**src/rtl/core/blpr_pkg.sv**
```systemverilog
// Brake light PID ramp: shared types and constants.
// Used by every module in rtl/core; depends on nothing.
package blpr_pkg;

    localparam logic [10:0] BRIGHT_FULL = 11'd1279;
    localparam logic [10:0] BRIGHT_MID  = 11'd463;
    localparam logic [10:0] BRIGHT_IDLE = 11'd79;

    localparam int ACC_W = 50;  // widest sum of the three gain products

    typedef enum logic [2:0] {
        CFG_P_GAIN    = 3'd0,
        CFG_I_GAIN    = 3'd1,
        CFG_D_GAIN    = 3'd2,
        CFG_WINDUP    = 3'd3,
        CFG_BRAKE_TH  = 3'd4,
        CFG_ACCEL_TH  = 3'd5
    } t_cfg_idx;

    typedef struct packed {
        logic [15:0] p_gain;
        logic [15:0] i_gain;
        logic [15:0] d_gain;
        logic [30:0] windup_limit;
        logic [15:0] brake_th;
        logic [15:0] accel_th;
    } t_cfg;

    // error, clamped integral and derivative of one sample
    typedef struct packed {
        logic [15:0] err;
        logic [31:0] integ;
        logic [16:0] diff;
    } t_s1;

    // pipeline movement between top level and stages
    typedef struct packed {
        logic adv;      // every stage moves one step
        logic accept;   // input transfer this cycle
        logic load_out; // a valid item moves into the output register
    } t_pipe_ctl;

endpackage

```
**src/rtl/core/brake_light_pid_ramp.sv**
```systemverilog
// Brake light PID ramp: top level with configuration registers and pipeline control.
// Instantiates blpr_front, blpr_mac and blpr_ramp; depends on blpr_pkg.
//
// Use:
//   Input channel (i_in_valid / o_in_ready) carries one signed z-axis sample,
//   used as the PID error. Output channel (o_out_valid / i_out_ready) returns
//   one result per sample: brightness level, braking flag and the saturated,
//   Q8.8-scaled control value.
//   Configuration channel (i_cfg_valid / o_cfg_ready) writes one register per
//   transfer; o_cfg_ready is always high. Unused indexes are dropped. Write
//   only while no sample is in flight.
//   One sample is taken every cycle unless the receiver stalls. The pipeline is
//   input stage, product stage, sum stage, scale/compare stage and output
//   register, all moving together; the input stage loads at the transfer edge
//   itself.
//   A stalled receiver freezes the whole pipeline; o_in_ready drops while the
//   output register holds an untaken result.
//   Reset clears integral and previous error, sets brightness to the idle
//   level 79, empties the pipeline and loads the default gains/thresholds.
module brake_light_pid_ramp import blpr_pkg::*; (
    input  logic        i_clk,
    input  logic        i_rst_n,
    input  logic        i_in_valid,
    output logic        o_in_ready,
    input  logic [15:0] i_accel_z,
    output logic        o_out_valid,
    input  logic        i_out_ready,
    output logic [10:0] o_brightness,
    output logic        o_braking,
    output logic [31:0] o_control_value,
    input  logic        i_cfg_valid,
    output logic        o_cfg_ready,
    input  logic [2:0]  i_cfg_index,
    input  logic [31:0] i_cfg_data
);

    t_cfg             r_cfg;
    logic [3:0]       r_vld;
    logic             r_out_vld;
    t_pipe_ctl        w_ctl;
    t_s1              w_s1;
    logic [ACC_W-1:0] w_acc;

    assign w_ctl.adv      = !r_out_vld || i_out_ready;
    assign w_ctl.accept   = i_in_valid && w_ctl.adv;
    assign w_ctl.load_out = w_ctl.adv && r_vld[3];

    assign o_in_ready  = w_ctl.adv;
    assign o_out_valid = r_out_vld;
    assign o_cfg_ready = 1'b1;

    always_ff @(posedge i_clk) begin
        if (!i_rst_n) begin
            r_vld     <= '0;
            r_out_vld <= 1'b0;
        end else if (w_ctl.adv) begin
            r_vld     <= {r_vld[2:0], w_ctl.accept};
            r_out_vld <= r_vld[3];
        end
    end

    always_ff @(posedge i_clk) begin
        if (!i_rst_n) begin
            r_cfg.p_gain       <= 16'sd256;
            r_cfg.i_gain       <= '0;
            r_cfg.d_gain       <= '0;
            r_cfg.windup_limit <= '0;
            r_cfg.brake_th     <= -16'sd900;
            r_cfg.accel_th     <= 16'sd900;
        end else if (i_cfg_valid) begin
            case (t_cfg_idx'(i_cfg_index))
                CFG_P_GAIN:   r_cfg.p_gain       <= i_cfg_data[15:0];
                CFG_I_GAIN:   r_cfg.i_gain       <= i_cfg_data[15:0];
                CFG_D_GAIN:   r_cfg.d_gain       <= i_cfg_data[15:0];
                CFG_WINDUP:   r_cfg.windup_limit <= i_cfg_data[30:0];
                CFG_BRAKE_TH: r_cfg.brake_th     <= i_cfg_data[15:0];
                CFG_ACCEL_TH: r_cfg.accel_th     <= i_cfg_data[15:0];
                default: begin
                    // drop writes to unused indexes
                end
            endcase
        end
    end

    blpr_front u_front (
        .i_clk          (i_clk),
        .i_rst_n        (i_rst_n),
        .i_ctl          (w_ctl),
        .i_accel_z      (i_accel_z),
        .i_windup_limit (r_cfg.windup_limit),
        .o_s1           (w_s1)
    );

    blpr_mac u_mac (
        .i_clk    (i_clk),
        .i_ctl    (w_ctl),
        .i_s1     (w_s1),
        .i_p_gain (r_cfg.p_gain),
        .i_i_gain (r_cfg.i_gain),
        .i_d_gain (r_cfg.d_gain),
        .o_acc    (w_acc)
    );

    blpr_ramp u_ramp (
        .i_clk           (i_clk),
        .i_rst_n         (i_rst_n),
        .i_ctl           (w_ctl),
        .i_acc           (w_acc),
        .i_brake_th      (r_cfg.brake_th),
        .i_accel_th      (r_cfg.accel_th),
        .o_brightness    (o_brightness),
        .o_braking       (o_braking),
        .o_control_value (o_control_value)
    );

    a_empty_after_reset: assert property (@(posedge i_clk)
        !i_rst_n |=> !o_out_valid)
        else $error("result valid right after reset");

    a_brake_full: assert property (@(posedge i_clk) disable iff (!i_rst_n)
        o_out_valid && o_braking |-> o_brightness == BRIGHT_FULL)
        else $error("braking result without full brightness");

    a_ramp_bound: assert property (@(posedge i_clk) disable iff (!i_rst_n)
        o_out_valid && !o_braking |-> o_brightness <= BRIGHT_MID)
        else $error("ramp level above mid level");

endmodule

```
**src/rtl/core/blpr_front.sv**
```systemverilog
// Brake light PID ramp: integral with windup clamp and derivative.
// Holds the integral and previous error state; depends on blpr_pkg.
module blpr_front import blpr_pkg::*; (
    input  logic        i_clk,
    input  logic        i_rst_n,
    input  t_pipe_ctl   i_ctl,
    input  logic [15:0] i_accel_z,
    input  logic [30:0] i_windup_limit,
    output t_s1         o_s1
);

    logic [31:0] r_integ;
    logic [15:0] r_prev;
    t_s1         r_s1;

    logic [32:0] w_sum;
    logic [32:0] w_lim_pos;
    logic [32:0] w_lim_neg;
    logic [31:0] n_integ;
    logic [16:0] w_diff;

    assign w_sum     = {r_integ[31], r_integ} + {{17{i_accel_z[15]}}, i_accel_z};
    assign w_lim_pos = {2'b00, i_windup_limit};
    assign w_lim_neg = 33'd0 - w_lim_pos;

    always_comb begin
        if ($signed(w_sum) < $signed(w_lim_neg)) begin
            n_integ = w_lim_neg[31:0];
        end else if ($signed(w_sum) > $signed(w_lim_pos)) begin
            n_integ = w_lim_pos[31:0];
        end else begin
            n_integ = w_sum[31:0];
        end
    end

    assign w_diff = {i_accel_z[15], i_accel_z} - {r_prev[15], r_prev};

    always_ff @(posedge i_clk) begin
        if (!i_rst_n) begin
            r_integ <= '0;
            r_prev  <= '0;
        end else if (i_ctl.accept) begin
            r_integ <= n_integ;
            r_prev  <= i_accel_z;
        end
    end

    always_ff @(posedge i_clk) begin
        if (i_ctl.adv) begin
            r_s1.err   <= i_accel_z;
            r_s1.integ <= n_integ;
            r_s1.diff  <= w_diff;
        end
    end

    assign o_s1 = r_s1;

endmodule

```
**src/rtl/core/blpr_mac.sv**
```systemverilog
// Brake light PID ramp: gain products, then their sum.
// Two register stages; depends on blpr_pkg.
module blpr_mac import blpr_pkg::*; (
    input  logic             i_clk,
    input  t_pipe_ctl        i_ctl,
    input  t_s1              i_s1,
    input  logic [15:0]      i_p_gain,
    input  logic [15:0]      i_i_gain,
    input  logic [15:0]      i_d_gain,
    output logic [ACC_W-1:0] o_acc
);

    logic signed [31:0]      w_pe;
    logic signed [47:0]      w_ie;
    logic signed [32:0]      w_de;
    logic signed [31:0]      r_pe;
    logic signed [47:0]      r_ie;
    logic signed [32:0]      r_de;
    logic signed [ACC_W-1:0] w_acc;
    logic signed [ACC_W-1:0] r_acc;

    assign w_pe = $signed(i_p_gain) * $signed(i_s1.err);
    assign w_ie = $signed(i_i_gain) * $signed(i_s1.integ);
    assign w_de = $signed(i_d_gain) * $signed(i_s1.diff);

    assign w_acc = ACC_W'(r_pe) + ACC_W'(r_ie) + ACC_W'(r_de);

    always_ff @(posedge i_clk) begin
        if (i_ctl.adv) begin
            r_pe  <= w_pe;
            r_ie  <= w_ie;
            r_de  <= w_de;
            r_acc <= w_acc;
        end
    end

    assign o_acc = r_acc;

endmodule

```
**src/rtl/core/blpr_ramp.sv**
```systemverilog
// Brake light PID ramp: Q8.8 scaling, saturation, thresholds, brightness ramp.
// Holds the brightness level and the output register; depends on blpr_pkg.
module blpr_ramp import blpr_pkg::*; (
    input  logic             i_clk,
    input  logic             i_rst_n,
    input  t_pipe_ctl        i_ctl,
    input  logic [ACC_W-1:0] i_acc,
    input  logic [15:0]      i_brake_th,
    input  logic [15:0]      i_accel_th,
    output logic [10:0]      o_brightness,
    output logic             o_braking,
    output logic [31:0]      o_control_value
);

    logic [ACC_W-9:0] w_floor;
    logic [ACC_W-9:0] w_trunc;
    logic             w_ovf_hi;
    logic             w_ovf_lo;
    logic [31:0]      w_ctrl;

    logic [31:0]      r_ctrl4;
    logic             r_brake4;
    logic             r_above4;

    logic [10:0]      r_level;
    logic [10:0]      n_level;
    logic [10:0]      w_target;
    logic             r_braking;
    logic [31:0]      r_ctrl;

    // divide by 256 rounding toward zero: bump the floor for negative inexact values
    assign w_floor = i_acc[ACC_W-1:8];
    assign w_trunc = (i_acc[ACC_W-1] && (|i_acc[7:0])) ? w_floor + 1'b1 : w_floor;

    assign w_ovf_hi = !w_trunc[ACC_W-9] && (|w_trunc[ACC_W-10:31]);
    assign w_ovf_lo = w_trunc[ACC_W-9] && !(&w_trunc[ACC_W-10:31]);

    always_comb begin
        if (w_ovf_hi) begin
            w_ctrl = 32'h7FFF_FFFF;
        end else if (w_ovf_lo) begin
            w_ctrl = 32'h8000_0000;
        end else begin
            w_ctrl = w_trunc[31:0];
        end
    end

    always_ff @(posedge i_clk) begin
        if (i_ctl.adv) begin
            r_ctrl4  <= w_ctrl;
            r_brake4 <= $signed(w_ctrl) < $signed({{16{i_brake_th[15]}}, i_brake_th});
            r_above4 <= $signed(w_ctrl) > $signed({{16{i_accel_th[15]}}, i_accel_th});
        end
    end

    assign w_target = r_above4 ? BRIGHT_MID : BRIGHT_IDLE;

    always_comb begin
        if (r_brake4) begin
            n_level = BRIGHT_FULL;
        end else if (r_level > BRIGHT_MID) begin
            n_level = BRIGHT_IDLE;
        end else if (r_level < w_target) begin
            n_level = r_level + 11'd1;
        end else if (r_level > w_target) begin
            n_level = r_level - 11'd1;
        end else begin
            n_level = r_level;
        end
    end

    always_ff @(posedge i_clk) begin
        if (!i_rst_n) begin
            r_level <= BRIGHT_IDLE;
        end else if (i_ctl.load_out) begin
            r_level <= n_level;
        end
    end

    always_ff @(posedge i_clk) begin
        if (i_ctl.adv) begin
            r_braking <= r_brake4;
            r_ctrl    <= r_ctrl4;
        end
    end

    assign o_brightness    = r_level;
    assign o_braking       = r_braking;
    assign o_control_value = r_ctrl;

endmodule

```
**config.mk**
```make
export PLATFORM = sky130hd
export DESIGN_NAME = brake_light_pid_ramp
export DESIGN_NICKNAME = d
export VERILOG_FILES = /design/src/rtl/core/blpr_pkg.sv /design/src/rtl/core/brake_light_pid_ramp.sv /design/src/rtl/core/blpr_front.sv /design/src/rtl/core/blpr_mac.sv /design/src/rtl/core/blpr_ramp.sv
export SDC_FILE = /design/constraint.sdc
export NUM_CORES = 2
export LEC_CHECK = 0
export ABC_AREA = 0
export BUFFER_PORTS_ARGS = -buffer_cell sky130_fd_sc_hd__buf_4
export CAP_MARGIN = 5
export CELL_PAD_IN_SITES_DETAIL_PLACEMENT = 0
export CELL_PAD_IN_SITES_GLOBAL_PLACEMENT = 1
export CORE_MARGIN = 2
export CORE_UTILIZATION = 35
export DETAILED_ROUTE_END_ITERATION = 6
export PLACE_DENSITY = 0.6
export SKIP_LAST_GASP = 1
export SYNTH_ARGS = -nofsm -noshare
export SYNTH_HDL_FRONTEND = slang
export SYNTH_SLANG_ARGS = --single-unit
```
**constraint.sdc**
```tcl
create_clock -name i_clk -period 12.25 [get_ports i_clk]
set_input_delay 3.0625 -clock i_clk [delete_from_list [all_inputs] [get_ports i_clk]]
set_output_delay 3.0625 -clock i_clk [all_outputs]
set_load 0.01 [all_outputs]
```
==> results.md <==
- Outcome: complete, no violations
- Die W: 433 µm
- Max cap viols: 0
- Power Total: 10.3 mW
- Dpl hpwl: 147,000 µm
- Met1 global-route usage: 29.1%
- Hold Violations, Final: 0
- PwrDens: 147 mW/mm²
- Most frequent cells in the layout: inv_1, fa_1, nand2_1, ha_1, and2_1
- Core Region: 0.183 mm²
- Vias/cell: 4.91
- Primary FF master, synth: edfxtp_1
- CP endpoint: u_front.r_integ[0]
- RSZ-0062 raised after global routing: no
- CP Data Required Time: 12,790 ps
- GR Util met3: 2.24%
- Number of synthesized flops with an enable pin: 295
- Setup Skew: 52.7 ps
- Sw frac: 45.2%
- Hold-fix buffers, CTS: 0
- Clk_lat worst skew: 700 ps
- Hold Path Class: reg -> reg
- Synth warn: 0
- Tcrit/Tclk final: 74.0%
- Clk slew on worst S/H paths: 60 ps
- CTS Buffer Depth: 3
- Sequential area share after synthesis: 19.2%
- Pleak: 32.7 nW
- Slew Limit Fails: 0
- Layout area overhead: 8.66%
- Post-Syn Nets: 8,490
- Layout cells sized above 1: 4.47%
- Critical Path Fanout Max: 11
- Int Power: 5.64 mW
- GRT Overall Usage: 20.4%
- Routed vias: 45,900
- Port Buffers: 100
- Met2 Use GR: 33.6%
- Clock Sinks: 470
- RR Startpoint: r_cfg[104]
- Pin count of the biggest net entering global routing: 188
- Fillers: 18,500
- Routed wire length: 185,000 µm
- Initial antenna violation count: 11
- Reg2Reg Setup Slack: 4160 ps
- Initial core utilization: 35.2%
- Yosys cell types: 91
- TritonCTS clock tree: built
- CP Capture Type: register
- Flop pwr share: 29.7%
- Most common cell after layout, fill and taps aside: inv_1
- Die area: 0.188 mm²
- Placed Cells: 9,226
- CTS root buf: clkbuf_16
- Combinational power share: 51.5%
- Period minus WS final: 9070 ps
- Async SR Flop Fraction: 0%
- Max frequency: 110 MHz
- Ports: 103
- DRT Pass-1 Iters: 7
- Mapped Cells: 6,843
- WL/cell: 19.8 µm
- Synthesized cell area: 0.0645 mm²
- Worst EP arrival: 9620 ps
- Slew @ Worst Pin: 1120 ps
- Total CTS buffers: 60
- Clock power share: 18.8%
- Antenna Nets Post-Route: 0
- Psw: 4.66 mW
- Standard-cell rows: 157
- Postcts setup bufs: 0
- H-tree depth: 2
- Setup CP Type: in -> reg
- Vias in the first global route: 48,700
- Worst IR Drop VDD: 143 µV
- TNS Setup: 0 ps
- Reg2reg path depth: 21
- Remaining Overflow, GRT: 0
- Drt first-iter violations: 2,424
- Crit. Startpoint: i_accel_z[0]
- Routability cong.: 0.859
- Setup-failing EPs final: 0
- Synthesized area per cell: 9.42 µm²
- First-pass GRT wire length: 293,000 µm
- Chip height: 433 µm
- CP startpoint kind: input pin
- Non-filler cells, final: 9,349
- RR Endpoint: u_mac.r_pe[25]
- Post-synthesis register bit count: 470
- Fin nets: 8,471
- Rel. slew slack: 25.3%
- Remaining DRCs: 0
- GRT busiest layer: met2
- Cts repair resizes: 0
final cells by class:
class | count | area [µm²] | area share (%)
flip-flops and latches | 470 | 12400 | 17.7
diodes | 10 | 25.0 | 0.0357
well taps | 2464 | 3080 | 4.40
clock inverters | 33 | 479 | 0.684
inverters | 1316 | 4950 | 7.06
repair buffers | 152 | 1150 | 1.65
clock buffers | 80 | 1700 | 2.43
multi-input cells | 4824 | 46300 | 66.1
worst max-delay path, stage by stage:
cell and delay, ps:
buf_4 150, ha_1 240, fa_1 430, a211oi_1 350
o21ai_1 190, o211a_1 220, or3b_2 510, a21oi_1 260
or2_2 170, xnor2_1 230, ha_1 350, a21o_1 170
a2111oi_0 440, o211ai_1 230, or4_1 620, a211oi_1 310
mux2i_1 270, a31oi_2 890, mux2i_1 250, o21ba_2 260
cell usage after synthesis, types with 39 or more instances:
| library cell | n | area [µm²] |
|---|---|---|
| nand2b_1 | 47 | 294 |
| o21ai_0 | 196 | 981 |
| a31oi_1 | 44 | 275 |
| nor2b_1 | 39 | 244 |
| xnor2_1 | 199 | 1740 |
| nand3_1 | 100 | 500 |
| nor3_1 | 59 | 295 |
| nand2_1 | 961 | 3610 |
| a21boi_0 | 128 | 961 |
| ha_1 | 515 | 6440 |
| and2_1 | 431 | 2700 |
| a21o_1 | 105 | 788 |
| edfxtp_1 | 295 | 8860 |
| and3_1 | 46 | 288 |
| nand4_1 | 46 | 288 |
| nor2_1 | 211 | 792 |
| fa_1 | 1076 | 21500 |
| xor2_1 | 67 | 587 |
| a21oi_1 | 190 | 951 |
| dfxtp_1 | 175 | 3500 |
| clkbuf_1 | 223 | 837 |
| inv_1 | 1313 | 4930 |
| o211ai_1 | 42 | 315 |
power by group through the flow:
stage | Combinational [mW] | Clock (mW) | Sequential [mW]
finish | 5.30 | 1.94 | 3.05
global route | 6.03 | 2.05 | 3.12
CTS | 5.35 | 2.00 | 3.07
detailed placement | 5.31 | 0 | 3.10
global placement | 5.29 | 0 | 3.09
floorplan | 3.85 | 0 | 2.65
sequential cells by signal, summed over array words and instances, names as in the netlist:
signal                  count
u_mac.r_pe                 32
u_ramp.r_ctrl4             32
u_front.r_integ            32
u_ramp.r_brake4             1
u_front.o_s1               65
u_mac.r_ie                 48
u_mac.r_de                 33
u_mac.o_acc                50
r_cfg                     111
r_vld                       4
u_front.r_prev             16
u_ramp.o_brightness        11
o_out_valid                 1
u_ramp.r_above4             1
u_ramp.o_braking            1
u_ramp.o_control_value     32
stage by stage:
step           area [µm²]  hold WS (ps)  utilization [%]  setup slack [ps]
6_report            70000           413             38.3              3180
3_3_place_gp        67800           400             37.1              2690
4_1_cts             70000           414             38.2              3290
3_5_place_dp        67800           405             37.1              2620
5_1_grt             70000           420             38.2              2880
2_1_floorplan       64500           400                -               233
cell families after synthesis:
logic type	after synthesis	synth area share [%]
adder cells (fa/ha/maj)	1591	43.4
multiplexers	15	0.250
other	1	0.00582
buffers and inverters	1549	9.05
flip-flops	470	19.2
XOR/XNOR	266	3.61
AO/OA/AOI/OAI	929	9.53
AND/OR/NAND/NOR	2022	14.9
worst min-delay path by stage:
stage / end / startpoint / depth (start not counted)
floorplan: u_ramp.o_control_value[0] / u_ramp.r_ctrl4[0] / 0
CTS: u_ramp.o_control_value[26] / u_ramp.r_ctrl4[26] / 0
global route: u_ramp.o_control_value[7] / u_ramp.r_ctrl4[7] / 0
global placement: u_ramp.o_control_value[8] / u_ramp.r_ctrl4[8] / 0
detailed placement: u_ramp.o_control_value[10] / u_ramp.r_ctrl4[10] / 0
finish: u_ramp.o_control_value[26] / u_ramp.r_ctrl4[26] / 0
layer usage:
metal | up-vias | part of all wire (%)
li1 | 21600 | -
met5 | - | 0
met2 | 832 | 46
met3 | 141 | 4.3
met1 | 23300 | 48
met4 | 0 | 1.7
No activity file was read; power rests on OpenSTA's default activity.
